<file path="src/uds_pkg.sv">
// Package for the UDS request server: beat types, service and NRC codes, decode result.
`default_nettype none
package uds_pkg;

   // Input beat: one operation with its request bytes
   typedef struct packed {
      logic [1:0]  operation;
      logic        functional;
      logic [11:0] request_length;
      logic [7:0]  service_id;
      logic [7:0]  req_byte1;
      logic [7:0]  req_byte2;
      logic [7:0]  req_byte3;
      logic [11:0] response_room;
   } req_type;

   // Result beat: one response byte plus per-step flags
   typedef struct packed {
      logic [7:0] resp_byte;
      logic       last_byte;
      logic       byte_valid;
      logic       clear_dtc_strobe;
      logic [1:0] reset_request;
      logic       pass_on;
      logic       session_extended;
   } rsp_type;

   localparam int MSG_BYTES = 6;

   // Decoded step, handed from the decoder to the serializer
   typedef struct packed {
      logic [MSG_BYTES-1:0][7:0] msg;
      logic [2:0]                nbytes;
      logic                      clr;
      logic [1:0]                rst;
      logic                      pass;
      logic                      session_next;
      logic [1:0]                pending_next;
      logic [15:0]               idle_next;
   } dec_type;

   // Operations; the fourth code does nothing
   localparam logic [1:0] OP_REQUEST = 2'd0;
   localparam logic [1:0] OP_TICK    = 2'd1;
   localparam logic [1:0] OP_EXECUTE = 2'd2;
   localparam logic [1:0] OP_IDLE    = 2'd3;

   // Configuration register indexes
   localparam logic [1:0] CSR_P2     = 2'd0;
   localparam logic [1:0] CSR_P2STAR = 2'd1;
   localparam logic [1:0] CSR_S3     = 2'd2;

   localparam logic [15:0] P2_RESET     = 16'd50;
   localparam logic [15:0] P2STAR_RESET = 16'd500;
   localparam logic [15:0] S3_RESET     = 16'd5000;

   // Service ids
   localparam logic [7:0] SID_SESSION  = 8'h10;
   localparam logic [7:0] SID_ECURESET = 8'h11;
   localparam logic [7:0] SID_CLEARDTC = 8'h14;
   localparam logic [7:0] SID_READDTC  = 8'h19;
   localparam logic [7:0] SID_READDID  = 8'h22;
   localparam logic [7:0] SID_TESTER   = 8'h3E;
   localparam logic [7:0] SID_NEGATIVE = 8'h7F;
   localparam logic [7:0] POS_OFFSET   = 8'h40;

   // Negative response codes
   localparam logic [7:0] NRC_NONE         = 8'h00;
   localparam logic [7:0] NRC_SNS          = 8'h11;
   localparam logic [7:0] NRC_SFNS         = 8'h12;
   localparam logic [7:0] NRC_BAD_LENGTH   = 8'h13;
   localparam logic [7:0] NRC_OUT_OF_RANGE = 8'h31;
   localparam logic [7:0] NRC_SFNS_SESSION = 8'h7E;
   localparam logic [7:0] NRC_SNS_SESSION  = 8'h7F;

   // Sub-functions and reset kinds
   localparam logic [6:0] SUB_DEFAULT  = 7'h01;
   localparam logic [6:0] SUB_EXTENDED = 7'h03;
   localparam logic [6:0] SUB_HARD     = 7'h01;
   localparam logic [6:0] SUB_SOFT     = 7'h03;
   localparam logic [6:0] SUB_ZERO     = 7'h00;

   localparam logic [1:0] PEND_NONE = 2'd0;
   localparam logic [1:0] PEND_HARD = 2'd1;
   localparam logic [1:0] PEND_SOFT = 2'd3;

   // Reset kind reported on an execute step
   localparam logic [1:0] EXEC_NONE = 2'd0;
   localparam logic [1:0] EXEC_HARD = 2'd1;
   localparam logic [1:0] EXEC_SOFT = 2'd2;

   localparam logic [23:0] GROUP_ALL = 24'hFFFFFF;
   localparam logic [15:0] IDLE_MAX  = 16'hFFFF;

endpackage
`default_nettype wire

</file>
<file path="src/uds_decode.sv">
// Request decoder: service dispatch, NRC selection, response bytes and next state.
`default_nettype none
module uds_decode (
   input  wire uds_pkg::req_type req,
   input  wire logic             session_ext,
   input  wire logic [1:0]       pending,
   input  wire logic [15:0]      idle_count,
   input  wire logic [15:0]      p2_ms,
   input  wire logic [15:0]      p2star_10ms,
   input  wire logic [15:0]      s3_ms,
   output      uds_pkg::dec_type dec
);
   import uds_pkg::*;

   logic [7:0] nrc;
   logic       supp;
   logic [6:0] sub;
   logic       quiet;

   always_comb begin
      dec              = '0;
      dec.session_next = session_ext;
      dec.pending_next = pending;
      dec.idle_next    = idle_count;
      nrc              = NRC_NONE;
      supp             = 1'b0;
      sub              = req.req_byte1[6:0];
      quiet            = 1'b0;

      case (req.operation)
         OP_REQUEST: begin
            if (req.request_length != 12'd0) begin
               dec.idle_next = '0;
               case (req.service_id)
                  SID_SESSION: begin
                     if (req.request_length != 12'd2) begin
                        nrc = NRC_BAD_LENGTH;
                     end else if (sub != SUB_DEFAULT && sub != SUB_EXTENDED) begin
                        nrc = NRC_SFNS;
                     end else begin
                        dec.session_next = (sub == SUB_EXTENDED);
                        supp             = req.req_byte1[7];
                        dec.msg[0]       = SID_SESSION + POS_OFFSET;
                        dec.msg[1]       = {1'b0, sub};
                        dec.msg[2]       = p2_ms[15:8];
                        dec.msg[3]       = p2_ms[7:0];
                        dec.msg[4]       = p2star_10ms[15:8];
                        dec.msg[5]       = p2star_10ms[7:0];
                        dec.nbytes       = 3'd6;
                     end
                  end
                  SID_ECURESET: begin
                     if (req.request_length != 12'd2) begin
                        nrc = NRC_BAD_LENGTH;
                     end else if (sub != SUB_HARD && sub != SUB_SOFT) begin
                        nrc = NRC_SFNS;
                     end else if (!session_ext) begin
                        nrc = NRC_SFNS_SESSION;
                     end else begin
                        dec.pending_next = sub[1:0];
                        supp             = req.req_byte1[7];
                        dec.msg[0]       = SID_ECURESET + POS_OFFSET;
                        dec.msg[1]       = {1'b0, sub};
                        dec.nbytes       = 3'd2;
                     end
                  end
                  SID_CLEARDTC: begin
                     if (req.request_length != 12'd4) begin
                        nrc = NRC_BAD_LENGTH;
                     end else if ({req.req_byte1, req.req_byte2, req.req_byte3}
                                  != GROUP_ALL) begin
                        nrc = NRC_OUT_OF_RANGE;
                     end else begin
                        dec.clr    = 1'b1;
                        dec.msg[0] = SID_CLEARDTC + POS_OFFSET;
                        dec.nbytes = 3'd1;
                     end
                  end
                  SID_READDTC, SID_READDID: begin
                     dec.pass = 1'b1;
                  end
                  SID_TESTER: begin
                     if (req.request_length != 12'd2) begin
                        nrc = NRC_BAD_LENGTH;
                     end else if (sub != SUB_ZERO) begin
                        nrc = NRC_SFNS;
                     end else begin
                        supp       = req.req_byte1[7];
                        dec.msg[0] = SID_TESTER + POS_OFFSET;
                        dec.msg[1] = 8'h00;
                        dec.nbytes = 3'd2;
                     end
                  end
                  default: begin
                     nrc = NRC_SNS;
                  end
               endcase

               // Negative answer, suppression and truncation
               quiet = req.functional && (nrc == NRC_SNS || nrc == NRC_SFNS ||
                       nrc == NRC_OUT_OF_RANGE || nrc == NRC_SFNS_SESSION ||
                       nrc == NRC_SNS_SESSION);
               if (nrc != NRC_NONE) begin
                  dec.msg    = '0;
                  dec.nbytes = 3'd0;
                  if (!quiet && req.response_room >= 12'd3) begin
                     dec.msg[0] = SID_NEGATIVE;
                     dec.msg[1] = req.service_id;
                     dec.msg[2] = nrc;
                     dec.nbytes = 3'd3;
                  end
               end else if (supp) begin
                  dec.nbytes = 3'd0;
               end else if ({9'd0, dec.nbytes} > req.response_room) begin
                  dec.nbytes = req.response_room[2:0];
               end
            end
         end
         OP_TICK: begin
            // S3 idle count, saturating
            if (idle_count != IDLE_MAX) begin
               dec.idle_next = idle_count + 16'd1;
            end
            if (session_ext && dec.idle_next >= s3_ms) begin
               dec.session_next = 1'b0;
            end
         end
         OP_EXECUTE: begin
            if (pending != PEND_NONE) begin
               dec.rst          = (pending == PEND_SOFT) ? EXEC_SOFT : EXEC_HARD;
               dec.pending_next = PEND_NONE;
               dec.session_next = 1'b0;
            end
         end
         default: begin
         end
      endcase
   end

endmodule
`default_nettype wire

</file>
<file path="src/uds_diagnostic_request_server.sv">
// UDS diagnostic request server top level: input register, decode, response serializer.
//
//   channel  ports           direction  beat
//   request  req_*           in         one operation (request, tick or execute)
//   response rsp_*           out        one response byte with step flags
//   config   csr_*           in         register write, index 0..2
//
// An operation is accepted into the input register, then decoded into the message buffer
// once the serializer is free, and leaves as 1 to 6 beats, one per cycle while rsp_ready
// is high. A new step loads as the last beat of the previous one is taken, so
// single-beat steps run back to back. req_ready drops only
// while the input register holds an operation waiting on a busy serializer.
// Reset (synchronous) clears session, pending reset and idle count, restores config.
`default_nettype none
module uds_diagnostic_request_server (
   input  wire logic             clock,
   input  wire logic             reset,
   input  wire logic             req_valid,
   output      logic             req_ready,
   input  wire uds_pkg::req_type req_data,
   output      logic             rsp_valid,
   input  wire logic             rsp_ready,
   output      uds_pkg::rsp_type rsp_data,
   input  wire logic             csr_we,
   input  wire logic [1:0]       csr_index,
   input  wire logic [15:0]      csr_wdata
);
   import uds_pkg::*;

   // Configuration registers
   logic [15:0] p2_ff, p2star_ff, s3_ff;

   // Block state
   logic        session_ff, session_in;
   logic [1:0]  pending_ff, pending_in;
   logic [15:0] idle_ff, idle_in;

   // Input register
   logic        in_valid_ff, in_valid_in;
   req_type     in_data_ff;

   // Message buffer / serializer
   logic                      busy_ff, busy_in;
   logic [MSG_BYTES-1:0][7:0] msg_ff;
   logic [2:0]                beats_ff;
   logic [2:0]                idx_ff, idx_in;
   logic                      bytes_ff;
   logic                      clr_ff, pass_ff;
   logic [1:0]                rst_ff;

   dec_type dec;
   logic    last;
   logic    load;

   uds_decode u_decode (
      .req         (in_data_ff),
      .session_ext (session_ff),
      .pending     (pending_ff),
      .idle_count  (idle_ff),
      .p2_ms       (p2_ff),
      .p2star_10ms (p2star_ff),
      .s3_ms       (s3_ff),
      .dec         (dec)
   );

   // Handshake control
   assign last      = (idx_ff == beats_ff - 3'd1);
   assign load      = in_valid_ff && (!busy_ff || (rsp_ready && last));
   assign req_ready = !in_valid_ff || load;
   assign rsp_valid = busy_ff;

   always_comb begin
      in_valid_in = in_valid_ff;
      if (req_valid && req_ready) begin
         in_valid_in = 1'b1;
      end else if (load) begin
         in_valid_in = 1'b0;
      end

      busy_in = busy_ff;
      idx_in  = idx_ff;
      if (load) begin
         busy_in = 1'b1;
         idx_in  = '0;
      end else if (busy_ff && rsp_ready) begin
         if (last) begin
            busy_in = 1'b0;
         end else begin
            idx_in = idx_ff + 3'd1;
         end
      end

      session_in = load ? dec.session_next : session_ff;
      pending_in = load ? dec.pending_next : pending_ff;
      idle_in    = load ? dec.idle_next    : idle_ff;
   end

   // Control and state registers
   always_ff @(posedge clock) begin
      if (reset) begin
         in_valid_ff <= 1'b0;
         busy_ff     <= 1'b0;
         idx_ff      <= '0;
         session_ff  <= 1'b0;
         pending_ff  <= PEND_NONE;
         idle_ff     <= '0;
         p2_ff       <= P2_RESET;
         p2star_ff   <= P2STAR_RESET;
         s3_ff       <= S3_RESET;
      end else begin
         in_valid_ff <= in_valid_in;
         busy_ff     <= busy_in;
         idx_ff      <= idx_in;
         session_ff  <= session_in;
         pending_ff  <= pending_in;
         idle_ff     <= idle_in;
         if (csr_we) begin
            case (csr_index)
               CSR_P2:     p2_ff     <= csr_wdata;
               CSR_P2STAR: p2star_ff <= csr_wdata;
               CSR_S3:     s3_ff     <= csr_wdata;
               default: begin
               end
            endcase
         end
      end
   end

   // Payload registers
   always_ff @(posedge clock) begin
      if (req_valid && req_ready) begin
         in_data_ff <= req_data;
      end
      if (load) begin
         msg_ff   <= dec.msg;
         beats_ff <= (dec.nbytes == 3'd0) ? 3'd1 : dec.nbytes;
         bytes_ff <= (dec.nbytes != 3'd0);
         clr_ff   <= dec.clr;
         rst_ff   <= dec.rst;
         pass_ff  <= dec.pass;
      end
   end

   // Result beat
   always_comb begin
      rsp_data                  = '0;
      rsp_data.resp_byte        = bytes_ff ? msg_ff[idx_ff] : 8'h00;
      rsp_data.last_byte        = last;
      rsp_data.byte_valid       = bytes_ff;
      rsp_data.clear_dtc_strobe = clr_ff;
      rsp_data.reset_request    = rst_ff;
      rsp_data.pass_on          = pass_ff;
      rsp_data.session_extended = session_ff;
   end

endmodule
`default_nettype wire
</file>
<file path="config.mk">
export PLATFORM = sky130hd
export DESIGN_NAME = uds_diagnostic_request_server
export DESIGN_NICKNAME = d
export VERILOG_FILES = /design/src/uds_pkg.sv /design/src/uds_decode.sv /design/src/uds_diagnostic_request_server.sv
export SDC_FILE = /design/constraint.sdc
export NUM_CORES = 1
export LEC_CHECK = 0
export ABC_CLOCK_PERIOD_IN_PS = 6400
export BUFFER_PORTS_ARGS = -buffer_cell sky130_fd_sc_hd__buf_4
export CORE_AREA = 10 10 139 141
export CTS_CLUSTER_SIZE = 20
export DETAILED_ROUTE_END_ITERATION = 12
export DIE_AREA = 0 0 149 151
export PLACE_DENSITY = 0.82
export SLEW_MARGIN = 20
export SYNTH_ARGS = -nofsm -noshare
export SYNTH_HDL_FRONTEND = slang
export SYNTH_HIERARCHICAL = 1
export SYNTH_SLANG_ARGS = --single-unit
</file>
<file path="constraint.sdc">
create_clock -name clock -period 6.4 [get_ports clock]
set_input_delay 1.28 -clock clock [delete_from_list [all_inputs] [get_ports clock]]
set_output_delay 1.28 -clock clock [all_outputs]
set_load 0.01 [all_outputs]
</file>
# Word-level counts from Yosys, hierarchy flattened
# Index checks and enable logic that the tools add are counted.
# totals
word_cells	186
reg_bits	187
inputBits	82
out_inout_bits	17
# classes
eq_ne	32
bitwise	5
add_sub_neg	3
order_cmp	4
n_mux	69
reduce_logical	45
# ops
op	n
two-way mux 27 bit	3
two-way mux 19 bit	4
two-way mux 8 bit	9
equality test 8 x 5 -> 1 bit (second input constant)	6
one-hot mux 11 bit (4 select lines)	1
one-hot mux 8 bit (5 select lines)	1
two-way mux 11 bit	3
two-way mux 16 bit	2
one-hot mux 16 bit (2 select lines)	1
binary-select mux 8 bit (select 3 bit)	1
equality test 8 x 6 -> 1 bit (second input constant)	3
two-way mux 24 bit	1
!= test 24 bit (second input constant)	1
one-hot mux 8 bit (3 select lines)	1
two-way mux 1 bit	20
two-way mux 18 bit	1
adder 16 x 1 -> 16 bit (second input constant)	1
equality test 8 x 7 -> 1 bit (second input constant)	2
>= comparator 16 bit	1
!= test 16 bit (second input constant)	1
AND reduction 8 bit	2
AND reduction 2 bit	7
>= comparator 12 x 2 -> 1 bit (second input constant)	1
greater-than comparator 3 x 12 -> 1 bit	1
38 further kinds	84

# Depth between registers and ports, before layout
# logic_depth
word_depth	20
depth_mapped	16
mapped_depth_nobuf	14

# Hierarchy
# The synthesis kept the hierarchy.
# modules_own_cells
module	instances	seq_area_each_um2	cells_each	area_each_um2
uds_diagnostic_request_server	1	4894.7	481	6672.6
uds_decode	1	0.0	346	2268.4

# Worst setup path after synthesis
# OpenSTA, ideal clock, no wires.
# synth_timing
path_type	in2reg
startpoint	input rsp_ready
endpoint	register in_data_ff[0] in the netlist's numbering, enable pin
setup_time_ps	511
path_slack_ps	1459
n_path_buf	0
required_ps	5889
stages	2
t_arrival_ps	4430
path_cell_list	nand4_1 -> a31oi_1
# synth_via
elab_chain_cells	5
# synth_rtl
item	line_no	text
from (decl)	uds_diagnostic_request_server.sv:22	input wire logic rsp_ready,
logical AND 1 bit	uds_diagnostic_request_server.sv:68	assign load = in_valid_ff && (!busy_ff || (rsp_ready && last));
logical OR 1 bit	uds_diagnostic_request_server.sv:68	
logical AND 1 bit	uds_diagnostic_request_server.sv:68	
logical OR 1 bit	uds_diagnostic_request_server.sv:69	assign req_ready = !in_valid_ff || load;
logical AND 1 bit	uds_diagnostic_request_server.sv:131	if (req_valid && req_ready) begin
to (signal assigned)	uds_diagnostic_request_server.sv:132	in_data_ff <= req_data;
to (decl)	uds_diagnostic_request_server.sv:40	req_type in_data_ff;
# Every way passes these cells.
# A chain may end at the register's enable or synchronous reset.

==> impl_metrics.toml <==
[placed_design]
routabilityCongestion = 0.8958
portBuffers = 98
hpwl_um = 14140
place_inst = 1098

[yosys]
synth.largest_area_cell = "edfxtp_1"
syn_avg_cell_area_sq_um = 10.81
yosysWarnings = 6
synthCells = 827
synth_fp_nets = 933
synth_commonest_cells = "nand2_1 (132), edfxtp_1 (115), dfxtp_1 (72), nor2_1 (48), a21oi_1 (46)"
yosysUniqueCellTypes = 72
synth_top_area_share_pct = 38.62
synth_edf_count = 115
yosysMostFrequentCell = "nand2_1"
ys_ff_latch = 187
synth-main-ff-cell = "edfxtp_1"
ys_seq_area_share_pct = 54.74
syn_area_sq_mm = 0.008941
synth_area_leaders = "edfxtp_1 (39%), dfxtp_1 (16%), nand2_1 (5.5%)"
postSynth.asyncResetShare_pct = 0

[worst_setup_path]
crit_path_start_kind = "flip-flop"
end_kind = "flip-flop"
critPathKind = "reg2reg"
path_cells = "nor3b_1, nand4_1, nor3_1, nor2_1, inv_1, ha_1, a21o_1, a21oi_1, a311oi_1, mux2_2, o31ai_2, o21bai_1"
crit_slowest_cell = "nor3b_1"
worstReg2RegStart = "in_data_ff[43]$_DFFE_PP_"
critPathMaxStageDelay_ps = 540
crit_fanout = 5
crit_start = "in_data_ff[43]$_DFFE_PP_"
required_ps = 6580
r2r_cells = 12
cp.arrival_ps = 3890

[cells_and_area]
syn2layout_area_growth_pct = 15.72
multi_input_area_sq_mm = 0.003655
drive_gt1_share_pct = 18.79
final_cells = 1130
regArea_sq_mm = 0.004895
fillCellCount = 1286
antenna_cells = 0
layout.nets = 1003

[global_routing]
grt_pass1_vias = 6272
met2_usage_pct = 31.74
grt_max_degree = 73
use_met3_pct = 4.296
overflow = 0
grt_use_total_pct = 17.91
grt_first_pass_wirelength_um = 31880
use_met1_pct = 20.14
busiest_layer = "met2"
antenna_found_initial = 0

[floorplanning]
num_io_pins = 99
initial_core_util_pct = 54.30
die_h_um = 151
die-area_sq_mm = 0.02250
rows = 47
fp.coreArea_sq_mm = 0.01647
die_x_um = 149

[routing]
drt-initial-drc-count = 433
vias = 6400
ant_nets = 0
vias_per_cell = 5.664
wl_um = 19850
post-route-drc-count = 0
first_pass_iters = 5
wire_per_inst_um = 17.57

[cts]
cts_setup_buffers = 0
clk_latency_ps = 440
numCtsBuffers = 17
clock_sink_count = 187
ctsHoldBuffers = 0
clockBufferDepth = 2
root_buffer = "clkbuf_16"
cts_tree = "yes"
htree_levels = 4
cts_resized = 0
clkTransAtPathRegs_ps = 70

[run_status]
status = "finished clean"

[power]
total_power_w = 0.002618
p_leak_nw = 4.205
power.density_mw_per_mm2 = 253.0
ir_worst_vdd_uv = 217.6

[timing]
tns_ps = 0
worst_pin_slew_ps = 1010
rsz0062_at_grt = "false"
skew_ps = 5.421
setup_viol = 0
slew_headroom_pct = 32.36
hold_viol = 0
max_freq_mhz = 269.1
period_minus_slack_ps = 3715
timing.final.crit_share_pct = 58.05
final_max_slew_viol_count = 0

[hold_path]
worstHoldStart = "p2star_ff[1]$_SDFFE_PP0P_"
hold_class = "reg2reg"
worstHoldPathCells = 2

[run]
maxCapViolCount = 0
## cell families (layout without fill, tap and decap cells)
family | count (synthesis) | after routing | share of synthesized area [%]
AO/OA/AOI/OAI | 139 | 139 | 10.33
XOR/XNOR | 16 | 16 | 1.805
adder cells (fa/ha/maj) | 24 | 24 | 3.359
buffers and inverters | 93 | 176 | 4.702
flip-flops | 187 | 187 | 54.74
multiplexers | 43 | 43 | 5.989
other | 1 | 1 | 0.04194
AND/OR/NAND/NOR | 324 | 324 | 19.03
## per-stage QoR
| stage | hold slack, ps | util (%) | setup WS (ps) | area (sq um) |
|---|---|---|---|---|
| 2_1_floorplan | 429.1 | - | 1459 | 8941 |
| 3_3_place_gp | 437.4 | 59.17 | 3011 | 9743 |
| 3_5_place_dp | 444.9 | 59.17 | 2819 | 9743 |
| 4_1_cts | 453.9 | 62.78 | 2764 | 10340 |
| 5_1_grt | 480.9 | 62.83 | 2415 | 10350 |
| 6_report | 452.9 | 62.83 | 2685 | 10350 |
## worst paths after layout
check,end,slack (ps)
max,beats_ff[0]$_SDFFCE_PN1P_,2680
max reg2reg,beats_ff[0]$_SDFFCE_PN1P_,2680
min reg2reg,p2star_ff[1]$_SDFFE_PP0P_,450
min,p2star_ff[1]$_SDFFE_PP0P_,450
## sequential cells by signal, summed over array words and instances, names as in the netlist, 2 cells and up
name / cells
beats_ff: 3
idle_ff: 16
idx_ff: 3
in_data_ff: 59
msg_ff: 48
p2_ff: 16
p2star_ff: 16
pending_ff: 2
rst_ff: 2
s3_ff: 16
## power breakdown
| part | switching (W) | total (W) | leakage (nW) | internal, W |
|---|---|---|---|---|
| clock network | 0.000451 | 0.00105 | 0.279 | 0.000601 |
| logic | 0.000109 | 0.000195 | 2.23 | 0.0000861 |
| registers | 0.0000312 | 0.00137 | 1.70 | 0.00134 |
| total | 0.000592 | 0.00262 | 4.21 | 0.00203 |
## per-layer routing
| layer | wire, um | vias up | share of wire, % |
|---|---|---|---|
| li1 | - | 3106 | - |
| met1 | 7860 | 3042 | 40 |
| met2 | 10320 | 211 | 52 |
| met3 | 1155 | 41 | 5.8 |
| met4 | 518 | 0 | 2.6 |
| met5 | 0 | - | 0 |
## placed cells by master (no fill, tap or decap), types with 4 or more instances in the layout
cell type	synthesis	routed
nand2_1	132	132
edfxtp_1	115	115
buf_4	10	103
dfxtp_1	72	72
nor2_1	48	48
a21oi_1	46	46
inv_1	40	40
mux2i_1	31	31
and3_1	31	31
ha_1	24	24
o21ai_0	24	24
and2_1	18	18
clkbuf_16	0	18
nand3b_1	16	16
nand3_1	15	15
nand4_1	14	14
xnor2_1	10	10
a21o_1	9	9
nor2b_1	8	8
mux4_2	8	8
o22ai_1	8	8
a31oi_1	9	8
nor3_1	9	8
o31ai_1	6	6
a22o_1	6	6
nor4_1	5	5
xor2_1	4	4
clkinvlp_4	0	4
mux2_2	4	4
## worst max-delay path: cells and delay by family, from the launching register on
family / cells / cell delay, ps
mux: 1 / 410
flops: 1 / 430
compound gates: 5 / 1060
fa+ha+maj: 1 / 170
simple gates: 4 / 1310
buf+inv: 1 / 80
## area by class of cell
class                   count  area share (%)
clock buffers              20           4.426
flip-flops and latches    187           47.31
clock inverters            12           1.318
repair buffers            103           7.474
multi-input cells         547           35.32
well taps                 220           2.661
inverters                  41           1.487
No activity file was read; power rests on OpenSTA's default activity.
